$ cat src/tisp_pkg.sv
// Shared constants, types and helpers for the tape image to SRAM image port.
package tisp_pkg;

  localparam int BODY_DEPTH          = 65536;
  localparam int SOURCE_HEADER_BYTES = 128;
  localparam int IMAGE_HEADER_BYTES  = 9;

  localparam int BODY_AW = $clog2(BODY_DEPTH);
  localparam int LC_W    = $clog2(SOURCE_HEADER_BYTES + BODY_DEPTH + 1);
  localparam int POS_W   = 17;
  localparam int HDR_IW  = $clog2(IMAGE_HEADER_BYTES);

  // file header offsets of the size, load and exec words
  localparam int OFS_SIZE = 18;
  localparam int OFS_LOAD = 20;
  localparam int OFS_EXEC = 22;

  // request kinds
  localparam logic [2:0] REQ_LOAD  = 3'd0;
  localparam logic [2:0] REQ_READ  = 3'd1;
  localparam logic [2:0] REQ_WRITE = 3'd2;
  localparam logic [2:0] REQ_SEEK  = 3'd3;
  localparam logic [2:0] REQ_SKIP  = 3'd4;

  // status codes
  localparam logic [1:0] ST_OK       = 2'd0;
  localparam logic [1:0] ST_SEEK_OOR = 2'd1;
  localparam logic [1:0] ST_SHORT    = 2'd2;
  localparam logic [1:0] ST_NOLOAD   = 2'd3;

  typedef logic [7:0] byte_t;
  typedef logic [7:0][7:0] hdr8_t;  // image header bytes 0..7

  function automatic logic [3:0] ones8(input byte_t v);
    logic [3:0] n;
    n = '0;
    for (int i = 0; i < 8; i++) begin
      n = n + 4'(v[i]);
    end
    return n;
  endfunction

endpackage

$ cat src/tisp_hdr_csum.sv
// Header check byte: low byte of the one-bit count over header bytes 0..7.
module tisp_hdr_csum (
  input  tisp_pkg::hdr8_t hdr,
  output tisp_pkg::byte_t csum
);
  import tisp_pkg::*;

  logic [6:0] total;

  always_comb begin
    total = '0;
    for (int i = 0; i < 8; i++) begin
      total = total + 7'(ones8(hdr[i]));
    end
    csum = 8'(total);
  end

endmodule

$ cat config.mk
export PLATFORM = sky130hd
export DESIGN_NAME = tisp_hdr_csum
export DESIGN_NICKNAME = d
export VERILOG_FILES = /design/src/tisp_pkg.sv /design/src/tisp_hdr_csum.sv
export SDC_FILE = /design/constraint.sdc
export NUM_CORES = 1
export LEC_CHECK = 0
export BUFFER_PORTS_ARGS = -buffer_cell sky130_fd_sc_hd__clkbuf_2
export CAP_MARGIN = 0
export CORE_MARGIN = 10
export CORE_UTILIZATION = 50
export DETAILED_ROUTE_END_ITERATION = 8
export PLACE_DENSITY = 0.85
export RECOVER_POWER = 100
export SLEW_MARGIN = 20
export SYNTH_ARGS = -nofsm -noshare
export SYNTH_HDL_FRONTEND = slang
export SYNTH_SLANG_ARGS = --single-unit
$ cat constraint.sdc
create_clock -name vclk -period 14.65
set_clock_uncertainty 0.1 [all_clocks]
set_input_delay 2.93 -clock vclk [all_inputs]
set_output_delay 2.93 -clock vclk [all_outputs]
set_load 0.01 [all_outputs]
==> results.md, run 1 <==
- The height of the die is 79 um.
- The cell area after technology mapping is 0.00174 mm2.
- By instance count, the cell type seen most on the critical path is sky130_fd_sc_hd__fa_1.
- The number of port buffers is 71.
- The highest clock rate is 0.0861 GHz.
- The adder and majority cell fraction of the synthesized area is 72.9%.
- The worst path needs 11.61 ns of the cycle, external delays included.
- Fill cells in the final layout number 312.
- Data on the critical path arrives at its endpoint at 8.58 ns.
- For this run, the slowest stage of the critical path takes 0.54 ns.
- For this run, the detailed router's first-pass iteration total came to 2.
- By area, the combinational part of the netlist is dominated by adder cells.
- The largest net degree at the start of global routing is 6.
- The number of routed nets with antenna violations is 0.
- The synthesized netlist cell count is 174.
- After Yosys synthesis, XOR and XNOR cells account for 1.01% of the synthesized area.
- The post-detailed-route wirelength per cell is 11.4 um.
- The post-synthesis compound-gate area fraction is 6.18%.
- The routed design has 3310 um of wire.
- The initial antenna violation count is 0.
- The mean post-synth cell area is 10.0 um2.
- The required time reported for the critical path endpoint is 11.62 ns.
- During I/O placement, the number of pins put on the boundary was 72.
- In this run, the number of DRC markers left after iteration 0 of detailed routing was 14.
- The die span in x is 79 um.
- Once the clock tree was built, the resizer swapped 0 gates to a different size.
- The slack of the critical path is 3.04 ns.
- The synthesized netlist contains 21 unique library cells.
- Setup repair after global routing left no endpoint under its margin.
- The die area is 0.00624 mm2.
- The first-pass GRT wire length is 6010 um.
- The final weighted congestion of routability-driven global placement is 0.731.
- The number of nets produced by synthesis is 307.
- Compared with the post-synthesis result, the final layout area differs by 22.8%.
- In the final layout, the multi-input gates occupy 0.00142 mm2.
- The critical-path cell with the highest stage delay is sky130_fd_sc_hd__fa_1.
- Walking the worst path, the cells encountered are clkbuf_2 > fa_1 > inv_1 > fa_1 > inv_1 > fa_1 > fa_1 > inv_1 > fa_1 > fa_1 > fa_1 > fa_1 > inv_1 > ha_1 > a211oi_1 > nor4b_1 > a2111oi_0 > clkbuf_2.
- The net total in the final layout is 379.
- In this run the biggest area consumer among cell types represents 62.1% of the synthesized area.
- After Yosys synthesis, and, or, nand and nor cells account for 1.15% of the synthesized area.
- Once the clock tree was built, the setup fixing pass inserted 0 buffers.
- The max-cap check violation count is 0.
- The via count of the routed design is 1,245.
- The worst setup path is launched from an input port.
- The flow ran to the end, and the final reports show no timing, DRC or antenna violations.
- Prior to clock tree synthesis, the placed netlist has a worst setup slack of 3.03 ns.
- The detailed placer's ending HPWL is 3400 um.
- The row count is 21.
- The total count of max-transition violations in the final report is 0.
- The final critical path takes up 79.2% of the cycle.
- Global routing consumed, over all layers together, 11.1% of the routing resources.
- The hold violation count in the final report is 0.
- The post-synthesis cell type with the largest combined area is sky130_fd_sc_hd__fa_1.
- The number of warning messages in the yosys log is 0.
- Setup total negative slack on the finished layout was measured at 0 ns.
- The combined flip-flop and latch cell area is 0 um2.
- Setup violations remaining at the end of the flow were counted as 0.
- The mux cell area share after synthesis is 0%.
- The initial cell density of the core is 51.7%.
- The post-route netlist has 27.9% of its cells at a drive strength greater than 1.
- The placeable core region is 0.00336 mm2.
- The number of design rule violations left after detail routing is 0.
- The worst hold slack across all endpoints is 6.11 ns.
- The diode insertion count for antenna repair is 0.
- The via-per-instance ratio is 4.29.
- The portion of the post-synthesis area used by sequential elements is 0%.
- The class of the tightest hold or removal check is in2out.
- The via count of the first global-routing pass is 1,519.
- Along the worst path, the maximum fanout reaches 2.
- The number of hold buffers added after CTS was 0.
- Yosys attributes the largest share of cell area to sky130_fd_sc_hd__fa_1, sky130_fd_sc_hd__inv_1, sky130_fd_sc_hd__ha_1.
- The endpoint class of the critical path is a primary output.
- The critical path is of the in2out type.
- The total congestion overflow is 0.
- The number of clock buffers in the layout is 0.
- The final layout contains a sequential cell count of 0.
[per-stage QoR]
| stage | cells | util, % | area [um2] |
|---|---|---|---|
| detailed placement | 290 | 63.8 | 2150 |
| floorplan | 174 | - | 1740 |
| global route | 290 | 63.5 | 2140 |
| CTS | 290 | 63.8 | 2150 |
| global placement | 290 | 63.8 | 2150 |
| finish | 290 | 63.5 | 2140 |
[layout by cell type, fill, tap and decap left out]
cell type                   instances
sky130_fd_sc_hd__a211o_2            1
sky130_fd_sc_hd__ha_1              15
sky130_fd_sc_hd__a21o_1             1
sky130_fd_sc_hd__clkbuf_1           6
sky130_fd_sc_hd__a2111oi_0          1
sky130_fd_sc_hd__a21o_2             1
sky130_fd_sc_hd__nand3b_1           1
sky130_fd_sc_hd__o31ai_1            1
sky130_fd_sc_hd__o21bai_1           1
sky130_fd_sc_hd__inv_1             84
sky130_fd_sc_hd__a211oi_1           2
sky130_fd_sc_hd__xnor2_1            1
sky130_fd_sc_hd__nor4b_1            1
sky130_fd_sc_hd__clkbuf_2          65
sky130_fd_sc_hd__nor2_1             1
sky130_fd_sc_hd__conb_1             1
sky130_fd_sc_hd__o21a_1             1
sky130_fd_sc_hd__o211a_1            1
sky130_fd_sc_hd__o21ai_2            1
sky130_fd_sc_hd__xor2_1             1
sky130_fd_sc_hd__fa_1              54
sky130_fd_sc_hd__a21oi_1            3
[synthesized netlist by cell type, types with 2 or more instances]
| cell | instances |
|---|---|
| sky130_fd_sc_hd__a211oi_1 | 2 |
| sky130_fd_sc_hd__ha_1 | 15 |
| sky130_fd_sc_hd__a21oi_1 | 3 |
| sky130_fd_sc_hd__fa_1 | 54 |
| sky130_fd_sc_hd__inv_1 | 84 |
[final timing paths]
check             startpoint      end  slack (ns)  depth (start not counted)
setup / recovery     hdr[17]  csum[5]        3.04                         18
hold / removal        hdr[2]  csum[0]        6.11                          3
[final cells by class]
type	count	share of cell area, %
multi-input cells	89	66.3
repair buffers	71	16.3
well taps	46	2.69
inverters	84	14.8
[worst max-delay path: cells and delay by family]
| kind | cells | cell delay (ns) |
|---|---|---|
| AO/OA/AOI/OAI | 2 | 0.73 |
| adder cells (fa/ha/maj) | 9 | 4.29 |
| buffers and inverters | 6 | 0.52 |
| AND/OR/NAND/NOR | 1 | 0.10 |
[per-layer routing]
metal	part of all wire [%]	track usage, %	up-vias	routed length (um)
met3	12	5.07	2	407
li1	-	-	612	-
met4	0.51	0.538	0	17
met1	37	12.1	578	1220
met2	50	20.1	53	1660
met5	0	0	-	0
[kinds of logic after synthesis]
| kind of cell | count (synthesis) |
|---|---|
| xor gates and xnor gates | 2 |
| other | 1 |
| AOI/OAI and AO/OA | 14 |
| and+or+nand+nor | 3 |
| buffers and inverters | 85 |
| adders and majority gates | 69 |
Power of run 1 is left out: the tool's default activity adds up to more than one toggle a clock period on the data nets, which glitch-free logic cannot reach.
==> run 2, diff against run 1 <==
==> constraint.sdc (replaced) <==
create_clock -name vclk -period 11.5
set_clock_uncertainty 0.1 [all_clocks]
set_input_delay 2.3 -clock vclk [all_inputs]
set_output_delay 2.3 -clock vclk [all_outputs]
set_load 0.01 [all_outputs]
==> run 2 against run 1 <==
Against the previous run:
- sequential cell count unchanged
- sequential share of layout area unchanged
- non-clock buffer count unchanged
- critical path depth is the same
- final area is the same
- utilization stayed put
- count of clock-buffer cells in the layout did not move
- first-iteration DRC count rose by 29%
- highest routed layer unchanged
==> results.md, run 2 (synthesized netlist as in run 1, its figures left out) <==
- The final period demand of the worst path is 10.34 ns.
- The hold violation count in the final report came to 0 (unchanged).
- Commonest non-fill, non-tap cells in the layout: sky130_fd_sc_hd__inv_1, sky130_fd_sc_hd__clkbuf_2, sky130_fd_sc_hd__fa_1 (unchanged).
- The post-cts sizing count is 0 (unchanged).
- The post-detailed-route wirelength per cell is 11.4 um (about the same).
- The number of clock buffers in the layout came to 0 (unchanged).
- Result of the run: completed (unchanged).
- The placeable core region is 0.00336 mm2 (unchanged).
- The cell type with the highest occurrence count on the critical path is sky130_fd_sc_hd__fa_1 (unchanged).
- The total congestion overflow is 0 (unchanged).
- The worst slack after detailed placement is 1.13 ns (was 3.03 ns).
- The total setup violations reported at the end of the flow was 0 (unchanged).
- The timing startpoint of the critical path is hdr[17] (unchanged).
- The overall track demand over capacity in global routing is 11.5% (was 11.1%).
- The end of the critical path is csum[5] (unchanged).
- The class of the tightest hold or removal check is in2out (unchanged).
- The number of setup buffers added after CTS was 0 (unchanged).
- The endpoint class of the critical path is a primary output (unchanged).
- The data arrival time at the worst-slack endpoint was 7.94 ns (was 8.58 ns).
- The number of buffers and inverters on the critical path came to 6 (unchanged).
- The final weighted congestion of routability-driven global placement is 0.731 (unchanged).
- The number of design rule violations left after detail routing was 0 (unchanged).
- The combined flip-flop and latch cell area is 0 um2 (unchanged).
- The type of origin of the critical path is an input port (unchanged).
- The count of cell instances traversed by the critical path is 18 (unchanged).
- The number of cells in the design after placement is 290 (unchanged).
- The area overhead of the layout relative to synthesis is 22.8% (unchanged).
- The net total in the final layout is 379 (unchanged).
- The diode insertion count for antenna repair is 0 (unchanged).
- The post-route non-filler standard cell count is 290 (unchanged).
- The largest driver fanout on the critical path is 2 (unchanged).
- The max-cap check violation count came to 0 (unchanged).
- The initial cell density of the core is 51.7% (unchanged).
- The height of the die is 79 um (unchanged).
- The number of fill cells in the layout was 317 (was 312).
- The initial antenna violation count is 0 (unchanged).
- The highest clock rate is 0.0967 GHz.
- The number of detailed-route iterations in the first pass was 2 (unchanged).
- The number of ports placed on the die boundary is 72 (unchanged).
- The portion of the clock cycle consumed by the worst path in the final layout is 89.9%.
- The worst hold slack across all endpoints came to 4.85 ns (was 6.11 ns).
- The via count of the first global-routing pass is 1,590 (was 1,519).
- The commonest non-fill, non-tap cell in the layout is sky130_fd_sc_hd__inv_1 (unchanged).
- The number of buffers inserted by hold repair at cts is 0 (unchanged).
- The via-per-instance ratio was 4.33 (was 4.29).
- The DRC violation total after the first TritonRoute iteration is 18 (was 14).
- The share of layout cells above drive strength 1 came to 27.9% (unchanged).
- The stage delay of the slowest cell on the critical path is 0.54 ns (about the same).
- The number of sequential storage elements was 0 (unchanged).
- The sum of negative setup slack came to 0 ns (unchanged).
- The row count is 21 (unchanged).
- The critical-path cell with the highest stage delay is sky130_fd_sc_hd__fa_1 (unchanged).
- The required time reported for the critical path endpoint is 9.10 ns (was 11.62 ns).
- The via count of the routed design came to 1,255 (was 1,245).
- The routed wire length is 3290 um (was 3310 um).
- Critical path cell sequence: clkbuf_2 > fa_1 > inv_1 > fa_1 > inv_1 > fa_1 > fa_1 > inv_1 > fa_1 > fa_1 > fa_1 > fa_1 > inv_1 > ha_1 > a211oi_1 > nor4b_1 > a2111oi_0 > clkbuf_2 (unchanged).
- The slack of the critical path is 1.16 ns (was 3.04 ns).
- The die span in x is 79 um (unchanged).
- RSZ-0062 raised after global routing: false (unchanged).
- The class of the most critical setup path is in2out (unchanged).
- The largest net degree at the start of global routing was 6 (unchanged).
- The die area is 0.00624 mm2 (unchanged).
- The area occupied by multi-input gates is 0.00142 mm2 (unchanged).
- The number of port buffers is 71 (unchanged).
- The detailed placer's ending HPWL is 3420 um (was 3400 um).
- The kind of cell adding the most delay to the critical path was adder cells (unchanged).
- The total count of max-transition violations in the final report is 0 (unchanged).
- The number of routed nets with antenna violations is 0 (unchanged).
- The first-pass GRT wire length is 6210 um (was 6010 um).
-- run 2: cell counts in the layout (fill, tap and decap cells not counted) --
No cell type changed its count.
-- run 2: layout make-up --
type / count / share of cell area (%)
Timing Repair Buffer: 71 / 16.3
Multi-Input combinational cell: 89 / 66.3
Tap cell: 46 / 2.69
Inverter: 84 / 14.8
-- run 2: how the worst min path moves through the flow --
stage / startpoint / to / slack, ns / depth (start not counted)
after floorplan: hdr[2] / csum[0] / 4.65 / 1
final: hdr[2] / csum[0] / 4.85 / 3
after CTS: hdr[2] / csum[0] / 4.82 / 3
after detailed placement: hdr[2] / csum[0] / 4.82 / 3
after global routing: hdr[2] / csum[0] / 4.89 / 3
after global placement: hdr[2] / csum[0] / 4.82 / 3
-- run 2: through the flow --
stage / utilization, % / instance area, um2
3_3_place_gp: 63.8 / 2150
3_5_place_dp: 63.8 / 2150
6_report: 63.5 / 2140
4_1_cts: 63.8 / 2150
2_1_floorplan: - / 1740
5_1_grt: 63.5 / 2140
-- run 2: tightest hold or removal path: stages --
cell	delay (ns)
sky130_fd_sc_hd__clkbuf_2	0.08
sky130_fd_sc_hd__ha_1	0.11
sky130_fd_sc_hd__clkbuf_1	0.15
-- run 2: metal layers --
layer	vias up	track usage (%)	part of all wire, %
met2	53	21.8	51
met1	588	11.7	35
li1	612	-	-
met5	-	0	0
met3	2	5.29	13
met4	0	0.538	0.43
Power of run 2 is left out for the same reason.
==> run 3, diff against run 2 <==
--- a/config.mk
+++ b/config.mk
@@ -7,7 +7,6 @@
 export LEC_CHECK = 0
 export BUFFER_PORTS_ARGS = -buffer_cell sky130_fd_sc_hd__clkbuf_2
 export CAP_MARGIN = 0
-export CORE_MARGIN = 10
 export CORE_UTILIZATION = 50
 export DETAILED_ROUTE_END_ITERATION = 8
 export PLACE_DENSITY = 0.85
==> run 3 against run 2 <==
Against the previous run:
- count of clock-buffer cells in the layout unchanged
- final cell count unchanged
- die area down 40%
- maximum frequency up 0.37%
- via count up 3.1%
- utilization up 0.50 points
==> results.md, run 3 (synthesized netlist as in run 1, its figures left out) <==
- The die span in x is 61 um (was 79 um).
- Commonest non-fill, non-tap cells in the layout: sky130_fd_sc_hd__inv_1, sky130_fd_sc_hd__clkbuf_2, sky130_fd_sc_hd__fa_1 (unchanged).
- The portion of the clock cycle consumed by the worst path in the final layout is 89.6% (was 89.9%).
- The diode insertion count for antenna repair is 0 (unchanged).
- The overall track demand over capacity in global routing came to 16.9% (was 11.5%).
- The largest driver fanout on the critical path came to 3 (was 2).
- The hold violation count in the final report is 0 (unchanged).
- The total count of max-transition violations in the final report is 0 (unchanged).
- The via count of the first global-routing pass is 1,331 (was 1,590).
- The area overhead of the layout relative to synthesis is 22.8% (unchanged).
- The final period demand of the worst path is 10.30 ns (was 10.34 ns).
- The type of origin of the critical path is an input port (unchanged).
- The area occupied by multi-input gates is 0.00142 mm2 (unchanged).
- The commonest non-fill, non-tap cell in the layout is sky130_fd_sc_hd__inv_1 (unchanged).
- The largest net degree at the start of global routing is 6 (unchanged).
- The number of routed nets with antenna violations came to 0 (unchanged).
- The number of buffers inserted by hold repair at cts is 0 (unchanged).
- The class of the tightest hold or removal check is in2out (unchanged).
- The number of setup buffers added after CTS is 0 (unchanged).
- The net total in the final layout is 379 (unchanged).
- The post-detailed-route wirelength per cell came to 10.0 um (was 11.4 um).
- The number of ports placed on the die boundary is 72 (unchanged).
- The cell count of the worst hold path is 3 (unchanged).
- The number of design rule violations left after detail routing is 0 (unchanged).
- The number of sequential storage elements was 0 (unchanged).
- RSZ-0062 raised after global routing: false (unchanged).
- The share of layout cells above drive strength 1 came to 27.9% (unchanged).
- The max-cap check violation count came to 0 (unchanged).
- The number of port buffers was 71 (unchanged).
- The height of the die was 61 um (was 79 um).
- The DRC violation total after the first TritonRoute iteration is 9 (was 18).
- The required time reported for the critical path endpoint is 9.10 ns (about the same).
- The die area was 0.00372 mm2 (was 0.00624 mm2).
- The data arrival time at the worst-slack endpoint came to 7.90 ns (was 7.94 ns).
- The endpoint class of the critical path is a primary output (unchanged).
- The row count was 21 (unchanged).
- The class of the most critical setup path is in2out (unchanged).
- The total congestion overflow came to 0 (unchanged).
- The final weighted congestion of routability-driven global placement is 0.712 (was 0.731).
- The number of detailed-route iterations in the first pass is 4 (was 2).
- The initial cell density of the core came to 52.2% (was 51.7%).
- The sum of negative setup slack is 0 ns (unchanged).
- The combined flip-flop and latch cell area came to 0 um2 (unchanged).
- The detailed placer's ending HPWL is 2900 um (was 3420 um).
- The post-cts sizing count was 0 (unchanged).
- The number of clock buffers in the layout was 0 (unchanged).
- The placeable core region came to 0.00334 mm2 (was 0.00336 mm2).
- The via count of the routed design came to 1,294 (was 1,255).
- The routed wire length is 2900 um (was 3290 um).
- The number of fill cells in the layout is 307 (was 317).
- The highest clock rate is 0.0971 GHz (was 0.0967 GHz).
- Result of the run: completed (unchanged).
- The total setup violations reported at the end of the flow is 0 (unchanged).
- The first-pass GRT wire length is 4820 um (was 6210 um).
- The initial antenna violation count is 0 (unchanged).
- The via-per-instance ratio is 4.46 (was 4.33).
## run 3: cell counts in the layout (fill, tap and decap cells not counted)
No cell type changed its count.
## run 3: worst max-delay path: stages
cell                       delay, ns
sky130_fd_sc_hd__clkbuf_2       0.10
sky130_fd_sc_hd__fa_1           0.53
sky130_fd_sc_hd__inv_1          0.05
sky130_fd_sc_hd__fa_1           0.50
sky130_fd_sc_hd__inv_1          0.05
sky130_fd_sc_hd__fa_1           0.48
sky130_fd_sc_hd__inv_1          0.05
sky130_fd_sc_hd__fa_1           0.47
sky130_fd_sc_hd__inv_1          0.05
sky130_fd_sc_hd__fa_1           0.47
sky130_fd_sc_hd__inv_1          0.05
sky130_fd_sc_hd__fa_1           0.49
sky130_fd_sc_hd__fa_1           0.43
sky130_fd_sc_hd__fa_1           0.49
sky130_fd_sc_hd__inv_1          0.04
sky130_fd_sc_hd__ha_1           0.22
sky130_fd_sc_hd__fa_1           0.43
sky130_fd_sc_hd__a211o_2        0.37
sky130_fd_sc_hd__a21oi_1        0.13
sky130_fd_sc_hd__o21bai_1       0.07
sky130_fd_sc_hd__clkbuf_1       0.13
## run 3: final timing paths
kind	start	end	slack, ns
min	hdr[2]	csum[0]	4.85
max	hdr[53]	csum[6]	1.20
## run 3: metrics by stage
step                      instances  worst slack (ns)  util (%)  hold slack, ns  cell area (um2)
after detailed placement        290              1.19      64.3            4.83             2150
after CTS                       290              1.18      64.3            4.83             2150
after floorplan                 174              1.49         -            4.65             1740
after global routing            290             0.944      64.0            4.88             2140
after global placement          290              1.25      64.3            4.81             2150
final                           290              1.20      64.0            4.85             2140
## run 3: per-layer routing
metal,global-route usage (%),wire [um]
met4,1.30,23
met1,18.7,1010
met2,36.1,1660
met5,0,0
met3,1.07,207
## run 3: layout make-up
class | count | area share (%)
multi-input cells | 89 | 66.3
repair buffers | 71 | 16.3
inverters | 84 | 14.8
well taps | 46 | 2.69
Power of run 3 is left out for the same reason.
